[src/hw/rtl/i2cmbe_pkg.sv]
// Shared types and codes for the I2C master bit engine.
// No dependencies; imported by i2cmbe_seq and i2c_master_bit_engine.
package i2cmbe_pkg;

    localparam logic [2:0] OP_TICK  = 3'd0;
    localparam logic [2:0] OP_START = 3'd1;
    localparam logic [2:0] OP_STOP  = 3'd2;
    localparam logic [2:0] OP_WRITE = 3'd3;
    localparam logic [2:0] OP_READ  = 3'd4;
    localparam logic [2:0] OP_ADDR  = 3'd5;

    localparam logic [1:0] CFG_HALF_PERIOD = 2'd0;
    localparam logic [1:0] CFG_STRETCH     = 2'd1;
    localparam logic [1:0] CFG_BIT_ORDER   = 2'd2;
    localparam logic [1:0] CFG_DEV_ADDR    = 2'd3;

    localparam logic [7:0]  GEN_CALL_CFG = 8'hFF;
    localparam logic [7:0]  RD_BIT_LSB   = 8'h80;
    localparam logic [7:0]  RD_BIT_MSB   = 8'h01;

    typedef struct packed {
        logic [9:0]  half_period_ticks;
        logic [15:0] stretch_timeout;
        logic        lsb_mode;
        logic [15:0] device_address;
    } t_cfg;

    typedef struct packed {
        logic [2:0] opcode;
        logic [7:0] data_byte;
        logic       read_not_write;
        logic       scl_level;
        logic       sda_level;
    } t_item;

    typedef struct packed {
        logic       scl_pull_low;
        logic       sda_pull_low;
        logic       busy_res;
        logic       done_res;
        logic       nack;
        logic [7:0] rx_data;
        logic       rejected;
    } t_res;

endpackage

[src/hw/rtl/i2cmbe_seq.sv]
// Bit sequencer of the I2C master engine: state registers and one-step logic.
// Depends on i2cmbe_pkg for the item, result and configuration structs.
module i2cmbe_seq (
    input  logic              i_clk,
    input  logic              i_rst_n,
    input  logic              i_en,
    input  i2cmbe_pkg::t_item i_item,
    input  i2cmbe_pkg::t_cfg  i_cfg,
    output i2cmbe_pkg::t_res  o_res
);
    import i2cmbe_pkg::*;

    typedef enum logic [14:0] {
        PH_IDLE      = 15'b000000000000001,
        PH_ST_SCL    = 15'b000000000000010,
        PH_ST_END    = 15'b000000000000100,
        PH_SP_SDA    = 15'b000000000001000,
        PH_SP_W1     = 15'b000000000010000,
        PH_SP_W2     = 15'b000000000100000,
        PH_WB_HIGH   = 15'b000000001000000,
        PH_WB_LOW    = 15'b000000010000000,
        PH_RB_HIGH   = 15'b000000100000000,
        PH_RB_LOW    = 15'b000001000000000,
        PH_AK_HIGH   = 15'b000010000000000,
        PH_AK_POLL   = 15'b000100000000000,
        PH_AK_REPOLL = 15'b001000000000000,
        PH_AK_SAMPLE = 15'b010000000000000,
        PH_AK_END    = 15'b100000000000000
    } t_phase;

    t_phase      r_phase,   n_phase;
    logic [2:0]  r_cmd,     n_cmd;
    logic [3:0]  r_bit_cnt, n_bit_cnt;
    logic [7:0]  r_shift,   n_shift;
    logic [9:0]  r_wait,    n_wait;
    logic [15:0] r_stretch, n_stretch;
    logic        r_pend,    n_pend;
    logic        r_scl,     n_scl;
    logic        r_sda,     n_sda;
    logic        r_nack,    n_nack;
    logic [7:0]  r_rdata,   n_rdata;

    logic [9:0]  half;
    logic        is_cmd;
    logic        do_write;
    logic [7:0]  wr_byte;
    logic        do_ack;
    logic        do_finish;
    logic        rej;
    logic [7:0]  shifted;
    logic [3:0]  bit_inc;
    logic [15:0] dev_addr;

    assign half     = (i_cfg.half_period_ticks == '0) ? 10'd1 : i_cfg.half_period_ticks;
    assign is_cmd   = (i_item.opcode >= OP_START) && (i_item.opcode <= OP_ADDR);
    assign shifted  = i_cfg.lsb_mode ? {1'b0, r_shift[7:1]} : {r_shift[6:0], 1'b0};
    assign bit_inc  = r_bit_cnt + 4'd1;
    assign dev_addr = (i_cfg.device_address == {8'h00, GEN_CALL_CFG}) ? 16'h0000
                                                                      : i_cfg.device_address;

    always_comb begin
        n_phase   = r_phase;
        n_cmd     = r_cmd;
        n_bit_cnt = r_bit_cnt;
        n_shift   = r_shift;
        n_wait    = r_wait;
        n_stretch = r_stretch;
        n_pend    = r_pend;
        n_scl     = r_scl;
        n_sda     = r_sda;
        n_nack    = r_nack;
        n_rdata   = r_rdata;
        do_write  = 1'b0;
        wr_byte   = r_shift;
        do_ack    = 1'b0;
        do_finish = 1'b0;
        rej       = 1'b0;

        if (r_phase != PH_IDLE) begin
            rej = is_cmd;
            if (r_wait > 10'd1) begin
                n_wait = r_wait - 10'd1;
            end else begin
                unique case (r_phase)
                    PH_ST_SCL: begin
                        n_scl   = 1'b1;
                        n_phase = PH_ST_END;
                        n_wait  = half;
                    end
                    PH_SP_SDA: begin
                        n_sda   = 1'b0;
                        n_phase = PH_SP_W1;
                        n_wait  = half;
                    end
                    PH_SP_W1: begin
                        n_phase = PH_SP_W2;
                        n_wait  = half;
                    end
                    PH_WB_HIGH: begin
                        n_scl   = 1'b0;
                        n_phase = PH_WB_LOW;
                        n_wait  = half;
                    end
                    PH_WB_LOW: begin
                        n_scl     = 1'b1;
                        n_shift   = shifted;
                        n_bit_cnt = bit_inc;
                        if (bit_inc < 4'd8) begin
                            n_sda   = i_cfg.lsb_mode ? ~shifted[0] : ~shifted[7];
                            n_phase = PH_WB_HIGH;
                            n_wait  = half;
                        end else begin
                            do_ack = 1'b1;
                        end
                    end
                    PH_RB_HIGH: begin
                        if (i_item.sda_level) begin
                            n_shift = r_shift | (i_cfg.lsb_mode ? RD_BIT_LSB
                                                                : RD_BIT_MSB);
                        end
                        n_scl     = 1'b1;
                        n_bit_cnt = bit_inc;
                        n_phase   = PH_RB_LOW;
                        n_wait    = half;
                    end
                    PH_RB_LOW: begin
                        if (r_bit_cnt < 4'd8) begin
                            n_shift = shifted;
                            n_scl   = 1'b0;
                            n_phase = PH_RB_HIGH;
                            n_wait  = half;
                        end else begin
                            do_ack = 1'b1;
                        end
                    end
                    PH_AK_HIGH: begin
                        n_scl   = 1'b0;
                        n_phase = PH_AK_POLL;
                        n_wait  = half;
                    end
                    PH_AK_POLL, PH_AK_REPOLL: begin
                        n_wait = 10'd1;
                        if (!i_item.scl_level && (r_stretch != '0)) begin
                            n_stretch = r_stretch - 16'd1;
                            n_phase   = PH_AK_REPOLL;
                        end else begin
                            n_phase = PH_AK_SAMPLE;
                        end
                    end
                    PH_AK_SAMPLE: begin
                        n_nack  = i_item.sda_level;
                        n_scl   = 1'b1;
                        n_sda   = 1'b1;
                        n_phase = PH_AK_END;
                        n_wait  = half;
                    end
                    PH_AK_END: begin
                        n_pend = 1'b0;
                        if ((r_cmd == OP_ADDR) && r_pend && !r_nack) begin
                            do_write = 1'b1;
                            wr_byte  = dev_addr[7:0];
                        end else begin
                            if (r_cmd == OP_READ) begin
                                n_rdata = r_shift;
                            end
                            do_finish = 1'b1;
                        end
                    end
                    default: begin
                        do_finish = 1'b1;
                    end
                endcase
            end
        end else if (is_cmd) begin
            n_cmd = i_item.opcode;
            unique case (i_item.opcode)
                OP_START: begin
                    n_sda   = 1'b1;
                    n_phase = PH_ST_SCL;
                    n_wait  = half;
                end
                OP_STOP: begin
                    n_scl   = 1'b0;
                    n_phase = PH_SP_SDA;
                    n_wait  = half;
                end
                OP_WRITE: begin
                    n_pend   = 1'b0;
                    do_write = 1'b1;
                    wr_byte  = i_item.data_byte;
                end
                OP_READ: begin
                    n_pend    = 1'b0;
                    n_shift   = '0;
                    n_bit_cnt = '0;
                    n_sda     = 1'b0;
                    n_scl     = 1'b0;
                    n_phase   = PH_RB_HIGH;
                    n_wait    = half;
                end
                default: begin
                    do_write = 1'b1;
                    if (dev_addr > 16'h00FF) begin
                        n_pend  = 1'b1;
                        wr_byte = {dev_addr[14:8], i_item.read_not_write};
                    end else begin
                        n_pend  = 1'b0;
                        wr_byte = {dev_addr[6:0], i_item.read_not_write};
                    end
                end
            endcase
        end

        if (do_write) begin
            n_shift   = wr_byte;
            n_bit_cnt = '0;
            n_scl     = 1'b1;
            n_sda     = i_cfg.lsb_mode ? ~wr_byte[0] : ~wr_byte[7];
            n_phase   = PH_WB_HIGH;
            n_wait    = half;
        end
        if (do_ack) begin
            n_scl     = 1'b1;
            n_sda     = 1'b0;
            n_stretch = i_cfg.stretch_timeout;
            n_phase   = PH_AK_HIGH;
            n_wait    = half;
        end
        if (do_finish) begin
            n_phase = PH_IDLE;
            n_wait  = '0;
        end
    end

    always_ff @(posedge i_clk) begin
        if (!i_rst_n) begin
            r_phase   <= PH_IDLE;
            r_cmd     <= OP_TICK;
            r_bit_cnt <= '0;
            r_shift   <= '0;
            r_wait    <= '0;
            r_stretch <= '0;
            r_pend    <= 1'b0;
            r_scl     <= 1'b0;
            r_sda     <= 1'b0;
            r_nack    <= 1'b0;
            r_rdata   <= '0;
        end else if (i_en) begin
            r_phase   <= n_phase;
            r_cmd     <= n_cmd;
            r_bit_cnt <= n_bit_cnt;
            r_shift   <= n_shift;
            r_wait    <= n_wait;
            r_stretch <= n_stretch;
            r_pend    <= n_pend;
            r_scl     <= n_scl;
            r_sda     <= n_sda;
            r_nack    <= n_nack;
            r_rdata   <= n_rdata;
        end
    end

    assign o_res.scl_pull_low = n_scl;
    assign o_res.sda_pull_low = n_sda;
    assign o_res.busy_res     = (n_phase != PH_IDLE);
    assign o_res.done_res     = do_finish;
    assign o_res.nack         = n_nack;
    assign o_res.rx_data      = n_rdata;
    assign o_res.rejected     = rej;

    a_done_idle: assert property (@(posedge i_clk) disable iff (!i_rst_n)
        i_en && do_finish |=> (r_phase == PH_IDLE))
        else $error("sequence finished but engine not idle");

    a_idle_no_wait: assert property (@(posedge i_clk) disable iff (!i_rst_n)
        (r_phase == PH_IDLE) |-> (r_wait == '0))
        else $error("wait count left over while idle");

    a_bit_cnt_range: assert property (@(posedge i_clk) disable iff (!i_rst_n)
        r_bit_cnt <= 4'd8)
        else $error("bit counter past one byte");

    a_rej_busy: assert property (@(posedge i_clk) disable iff (!i_rst_n)
        i_en && rej |-> (r_phase != PH_IDLE) && is_cmd)
        else $error("command rejected while idle");

endmodule

[src/hw/rtl/i2c_master_bit_engine.sv]
// Top level of the I2C master bit engine: input word register, configuration
// registers and result register around i2cmbe_seq. Depends on i2cmbe_pkg.
//
//  channel | direction | handshake                | payload
//  in      | sink      | i_in_valid / o_in_ready   | opcode, data_byte, rnw, scl, sda
//  out     | source    | o_out_valid / i_out_ready | pins, busy, done, nack, data, rej
//  cfg     | sink      | i_cfg_valid / o_cfg_ready | i_cfg_index, i_cfg_data
//
// One word per clock while the output is not stalled: a word is held in the
// input register, the sequencer takes one step on it and the result lands in
// the output register, which raises result valid.
// Reset is synchronous; it releases the sequencer's lines and loads default config.
// A stalled output holds the pipe; the input register refills as it drains.
module i2c_master_bit_engine (
    input  logic        i_clk,
    input  logic        i_rst_n,
    input  logic        i_in_valid,
    output logic        o_in_ready,
    input  logic [2:0]  i_opcode,
    input  logic [7:0]  i_data_byte,
    input  logic        i_read_not_write,
    input  logic        i_scl_level,
    input  logic        i_sda_level,
    output logic        o_out_valid,
    input  logic        i_out_ready,
    output logic        o_scl_pull_low,
    output logic        o_sda_pull_low,
    output logic        o_busy_res,
    output logic        o_done_res,
    output logic        o_nack,
    output logic [7:0]  o_rx_data,
    output logic        o_rejected,
    input  logic        i_cfg_valid,
    output logic        o_cfg_ready,
    input  logic [1:0]  i_cfg_index,
    input  logic [15:0] i_cfg_data
);
    import i2cmbe_pkg::*;

    t_cfg  r_cfg;
    t_item r_item;
    logic  r_in_vld;
    t_res  r_res;
    logic  r_out_vld;
    t_res  step_res;
    logic  adv;

    assign adv         = r_in_vld && (!r_out_vld || i_out_ready);
    assign o_in_ready  = !r_in_vld || adv;
    assign o_cfg_ready = 1'b1;

    always_ff @(posedge i_clk) begin
        if (!i_rst_n) begin
            r_cfg.half_period_ticks <= 10'd5;
            r_cfg.stretch_timeout   <= '0;
            r_cfg.lsb_mode          <= 1'b0;
            r_cfg.device_address    <= '0;
        end else if (i_cfg_valid) begin
            unique case (i_cfg_index)
                CFG_HALF_PERIOD: r_cfg.half_period_ticks <= i_cfg_data[9:0];
                CFG_STRETCH:     r_cfg.stretch_timeout   <= i_cfg_data;
                CFG_BIT_ORDER:   r_cfg.lsb_mode          <= i_cfg_data[0];
                CFG_DEV_ADDR:    r_cfg.device_address    <= i_cfg_data;
            endcase
        end
    end

    always_ff @(posedge i_clk) begin
        if (!i_rst_n) begin
            r_in_vld <= 1'b0;
        end else if (i_in_valid && o_in_ready) begin
            r_in_vld <= 1'b1;
        end else if (adv) begin
            r_in_vld <= 1'b0;
        end
    end

    always_ff @(posedge i_clk) begin
        if (i_in_valid && o_in_ready) begin
            r_item.opcode         <= i_opcode;
            r_item.data_byte      <= i_data_byte;
            r_item.read_not_write <= i_read_not_write;
            r_item.scl_level      <= i_scl_level;
            r_item.sda_level      <= i_sda_level;
        end
    end

    i2cmbe_seq u_seq (
        .i_clk   (i_clk),
        .i_rst_n (i_rst_n),
        .i_en    (adv),
        .i_item  (r_item),
        .i_cfg   (r_cfg),
        .o_res   (step_res)
    );

    always_ff @(posedge i_clk) begin
        if (!i_rst_n) begin
            r_out_vld <= 1'b0;
        end else if (adv) begin
            r_out_vld <= 1'b1;
        end else if (i_out_ready) begin
            r_out_vld <= 1'b0;
        end
    end

    always_ff @(posedge i_clk) begin
        if (adv) begin
            r_res <= step_res;
        end
    end

    assign o_out_valid    = r_out_vld;
    assign o_scl_pull_low = r_res.scl_pull_low;
    assign o_sda_pull_low = r_res.sda_pull_low;
    assign o_busy_res     = r_res.busy_res;
    assign o_done_res     = r_res.done_res;
    assign o_nack         = r_res.nack;
    assign o_rx_data      = r_res.rx_data;
    assign o_rejected     = r_res.rejected;

endmodule
[config.mk]
export PLATFORM = sky130hd
export DESIGN_NAME = i2c_master_bit_engine
export DESIGN_NICKNAME = d
export VERILOG_FILES = /design/src/hw/rtl/i2cmbe_pkg.sv /design/src/hw/rtl/i2cmbe_seq.sv /design/src/hw/rtl/i2c_master_bit_engine.sv
export SDC_FILE = /design/constraint.sdc
export NUM_CORES = 1
export LEC_CHECK = 0
export ABC_AREA = 1
export BUFFER_PORTS_ARGS = -buffer_cell sky130_fd_sc_hd__clkbuf_2
export CORE_MARGIN = 2
export CORE_UTILIZATION = 40
export CTS_CLUSTER_SIZE = 12
export DETAILED_ROUTE_END_ITERATION = 12
export PLACE_DENSITY = 0.57
export SLEW_MARGIN = 5
export SYNTH_ARGS = -nofsm -noshare
export SYNTH_HDL_FRONTEND = slang
export SYNTH_HIERARCHICAL = 1
export SYNTH_SLANG_ARGS = --single-unit
export TNS_END_PERCENT = 100
[constraint.sdc]
create_clock -name i_clk -period 3.5 [get_ports i_clk]
set_input_delay 0.175 -clock i_clk [delete_from_list [all_inputs] [get_ports i_clk]]
set_output_delay 0.175 -clock i_clk [all_outputs]
set_load 0.01 [all_outputs]
---- Word level (Yosys, flattened, before mapping) ----
Cells that the tools add are included.
word-level totals
  register bits ........................... 141
  input bits .............................. 37
  output and inout port bits .............. 17
  logic and storage cells ................. 232
cells by class
  add/sub/neg operators ................... 3
  order comparisons ....................... 6
  equality and inequality tests ........... 39
  multiplexer cells ....................... 102
  bitwise logic cells ..................... 6
  reductions and logical operators ........ 46
operators by type and width
  kind                   number
  $mux 8                 20
  $pmux 15 s10           1
  $mux 15                8
  $mux 10                10
  $mux 16                6
  $pmux 15 s3            1
  $mux 1                 40
  $pmux 10 s4            1
  $ne 15x1->1 const B    2
  $mux 4                 6
  $pmux 8 s3             1
  $eq 16x8->1 const B    1
  $gt 16x8->1 const B    1
  $pmux 8 s2             1
  $reduce_bool 16->1     1
  $sub 16x1->16 const B  1
  $eq 15x10->1 const B   1
  $eq 15x11->1 const B   1
  $eq 15x12->1 const B   1
  $eq 15x13->1 const B   1
  $eq 15x14->1 const B   1
  $eq 15x15->1 const B   1
  $eq 15x2->1 const B    1
  $eq 15x4->1 const B    1
  other kinds (47)       93

---- Longest topological paths before layout ----
  depth in word-level cells ............... 11
  depth in mapped cells ................... 17
  gate-level depth less buffers ........... 16

---- Modules after synthesis ----
Netlist, hierarchy kept.
by module, submodules not included
  module                 instances  cells an instance  area each (um^2)  seq. area each (um^2)
  i2cmbe_seq             1          897                5606.6            1361.3
  i2c_master_bit_engine  1          318                2715.1            1741.7

---- Least setup slack after synthesis ----
No wires, ideal clock.
  kind .................................... register to register
  from .................................... register r_out_vld (netlist: o_out_valid)
  to ...................................... register u_seq.r_bit_cnt[0]
  library setup time ...................... 0.137 ns
  arrival time ............................ 2.307 ns
  data required time ...................... 3.363 ns
  setup slack ............................. 1.056 ns
  stages on the path, launching flop included .. 9
  buffers on the path ..................... 1
  clock period less this slack ............ 2.444 ns
  cells stage by stage .................... dfxtp_1 a21oi_1 clkbuf_1 inv_1 a21oi_1 a21boi_2 nand2_2 a21oi_1 a211oi_2
on the way
  cells in the longest elaborated chain, start to end .. 4
ends and longest elaborated chain
  item                        RTL line                      source
  from (decl)                 i2c_master_bit_engine.sv:44   logic r_out_vld;
  from (signal assigned)      i2c_master_bit_engine.sv:99   r_out_vld <= 1'b0;
  from (signal assigned)      i2c_master_bit_engine.sv:101  r_out_vld <= 1'b1;
  from (signal assigned)      i2c_master_bit_engine.sv:103  r_out_vld <= 1'b0;
  $logic_not 1->1             i2c_master_bit_engine.sv:48   assign adv = r_in_vld && (!r_out_vld || i_out_ready);
  $logic_or 1x1->1            i2c_master_bit_engine.sv:48
  $logic_and 1x1->1           i2c_master_bit_engine.sv:48
  named net adv               i2c_master_bit_engine.sv:46   logic adv;
  $reduce_and 5->1 (no line)  --
  to (signal assigned)        i2cmbe_seq.sv:251             r_bit_cnt <= n_bit_cnt;
  to (decl)                   i2cmbe_seq.sv:33              logic [3:0] r_bit_cnt, n_bit_cnt;
The timed path passes the listed nets, and every way through them passes these cells.
A chain may end at the register's enable or synchronous reset.

==> impl_metrics.py <==
metrics = {
    "grt": {
        "busiest_layer": "met1",
        "met2_usage": 0.3340,
        "grt_pass1_vias": 7223,
        "gr-total-overflow": 0,
        "met3_usage": 0.03466,
        "grt_antenna_before_repair": 0,
        "use_met1": 0.3376,
        "grt_max_degree": 86,
        "grt_first_pass_wirelength_mm": 38.92,
        "track_usage": 0.2262,
    },
    "logic_synthesis": {
        "synth_top_area_frac": 0.2718,
        "synth_area_leader_cell": "dfxtp_1",
        "postSynthNetCount": 1257,
        "synth_ff_type": "dfxtp_1",
        "netlist_top_cells_area": "dfxtp_1 (27%), nand2_1 (13%), edfxtp_1 (10%)",
        "seq_area_frac_synth": 0.3729,
        "ys_ff_latch": 141,
        "syn_area_sq_um": 8322,
        "ys_warn_count": 6,
        "synth_cells": 1215,
        "async_flop_share": 0,
        "synth_edf_count": 28,
        "avgSynthCellArea_sq_um": 6.849,
        "ys_types": 63,
    },
    "setup_path": {
        "crit_type": "reg -> reg",
        "worstPathRequired_ns": 3.68,
        "end_kind": "flop",
        "worst_r2r_startpoint": "u_seq/r_wait[1]$_SDFFE_PN0P_",
        "reg2reg_slack_ns": 0.78,
        "cp_max_fo": 16,
        "rr_endpoint": "o_busy_res$_DFFE_PP_",
        "r2r_cells": 15,
        "cp-start-kind": "flop",
        "arrival_ns": 2.90,
    },
    "clock_network": {
        "cts_hold_buf": 20,
        "tritoncts": "done",
        "clock_latency_ns": 0.43,
        "clkTransAtPathRegs_ns": 0.07,
        "htreeDepth": 4,
        "cts_resized": 0,
        "root_buffer": "clkbuf_16",
        "cts.sinks": 141,
        "post_cts_buffers": 0,
        "cts_made_buffers": 17,
        "clock_path_buffers": 2,
    },
    "hold_path": {
        "min_to": "r_cfg[28]$_SDFFE_PN0P_",
        "holdPathStages": 3,
        "hold_start": "i_cfg_data[11]",
        "min_path_type": "in -> reg",
    },
    "sta": {
        "fmax_ghz": 0.3676,
        "setup_tns_ns": 0,
        "post-route-period-util": 0.7773,
        "hold-worst-slack_ns": 0.01284,
        "clock-skew-final_ns": 0.01303,
        "fin_crit_ns": 2.721,
        "layout_setup_ws_ns": 0.7793,
        "rsz0062_at_grt": "false",
        "report.final.slew_viol_count": 0,
        "setup_violations": 0,
        "tightestPinTransition_ns": 1.002,
        "hold_viol": 0,
        "slew_headroom": 0.3279,
    },
    "placed_design": {
        "place_congestion": 0.9536,
        "place_ws_ns": 0.8198,
        "dp_hpwl_mm": 17.72,
        "port_buffers": 52,
    },
    "detailed_routing": {
        "drc": 0,
        "viasPerCell": 5.149,
        "drt_iter0_markers": 812,
        "final_antenna_net_count": 0,
        "vias": 7981,
        "totalWireLength_mm": 24.40,
        "drt-wirelength-per-cell_microns": 15.74,
        "firstDrtPassIters": 6,
    },
    "cells_and_area": {
        "syn_to_final_growth_pct": 14.01,
        "final_cell_mix": "nand2_1 (290), nor2_1 (182), inv_1 (148)",
        "drive_gt1_frac": 0.1281,
        "nNetsFinal": 1309,
        "diodes": 0,
        "utilization": 0.4674,
        "layout_commonest_cell": "nand2_1",
    },
    "floorplan": {
        "core-area_sq_um": 20300,
        "rows": 52,
        "ios": 54,
        "start_util": 0.4099,
        "die_area_sq_um": 21970,
        "fp.dieH_microns": 148.2,
        "die_w_microns": 148.2,
    },
    "run_status": {
        "status": "finished clean",
    },
    "job": {
        "max-cap-violations": 0,
    },
    "power": {
        "power_mw": 4.871,
        "peakVddDrop_v": 0.0003448,
        "p_leak_nw": 4.470,
        "cellPowerDensity_nw_per_um2": 513.4,
    },
}
## logic make-up (layout without fill, tap and decap cells)
group                    after synthesis  in the layout  synth area share
AO/OA/AOI/OAI                        221            221            0.1610
XOR/XNOR                              15             15           0.01579
adder cells (fa/ha/maj)                5              5          0.007518
buffers and inverters                209            274            0.1060
flip-flops                           141            141            0.3729
multiplexers                           1              1          0.001353
other                                  1              1         0.0004506
AND/OR/NAND/NOR                      622            622            0.3350
## sequential cells by signal (all words and copies together), names as in the netlist, 3 cells and up
signal / cells
r_cfg: 43
u_seq/r_stretch: 16
u_seq/r_phase: 15
r_item: 14
u_seq/r_wait: 10
o_rx_data: 8
u_seq/r_rdata: 8
u_seq/r_shift: 8
u_seq/r_bit_cnt: 4
u_seq/r_cmd: 3
## worst max-delay path, cell delays in order (launching register included)
cell and delay (ns):
dfxtp_1 0.31, inv_1 0.12, ha_1 0.29, nor2_1 0.06, nor2_1 0.13, nand3b_2 0.23
inv_2 0.18, nand2_2 0.14, nor2_4 0.38, nor2_2 0.09, nand2_2 0.10, nor2_1 0.04
nand2_1 0.07, nand2_1 0.05, nor3_1 0.18, nand2_1 0.09
## worst max path at each step
stage,from,endpoint,slack [ns]
2_1_floorplan,o_out_valid$_SDFFE_PN0P_,u_seq/r_bit_cnt[0]$_SDFFE_PN0P_,1.06
3_3_place_gp,u_seq/r_wait[0]$_SDFFE_PN0P_,o_busy_res$_DFFE_PP_,0.90
3_5_place_dp,u_seq/r_wait[0]$_SDFFE_PN0P_,o_busy_res$_DFFE_PP_,0.82
4_1_cts,u_seq/r_wait[0]$_SDFFE_PN0P_,o_busy_res$_DFFE_PP_,0.78
5_1_grt,u_seq/r_wait[1]$_SDFFE_PN0P_,u_seq/r_rdata[6]$_SDFFE_PN0P_,0.54
6_report,u_seq/r_wait[1]$_SDFFE_PN0P_,o_busy_res$_DFFE_PP_,0.78
## synthesized netlist by cell type, types with 13 or more instances
cell type / n
nor2_1: 182
clkbuf_1: 19
a31oi_1: 16
nand3_1: 71
nand2_2: 13
a21oi_1: 63
edfxtp_1: 28
dfxtp_1: 113
o21ai_1: 18
o21ai_0: 72
inv_1: 148
nand2_1: 290
## routing by layer
layer  up-vias  wire, microns
met5         -              0
met4         0            421
met3        36           1538
met2       293          10380
met1      3611          12060
li1       4041              -
## stage by stage
step / instances / cell area [sq um]
global placement: 1498 / 8717
floorplan: 1215 / 8322
global route: 1550 / 9488
detailed placement: 1498 / 8717
CTS: 1550 / 9488
finish: 1550 / 9488
## area by class of cell
type | count | area [sq um]
Fill cell | 2136 | 10810
Clock inverter | 11 | 100.1
Multi-Input combinational cell | 865 | 4348
Inverter | 163 | 615.6
Clock buffer | 21 | 470.5
Timing Repair Buffer | 79 | 513.0
Sequential cell | 141 | 3103
Tap cell | 270 | 337.8
## power breakdown
| part | switching, mW | internal [mW] | leakage [nW] |
|---|---|---|---|
| Combinational | 0.898 | 0.365 | 3.00 |
| Clock | 0.786 | 0.989 | 0.280 |
| Sequential | 0.0772 | 1.76 | 1.19 |
| Total | 1.76 | 3.11 | 4.47 |
No activity file was read; power rests on OpenSTA's default activity.
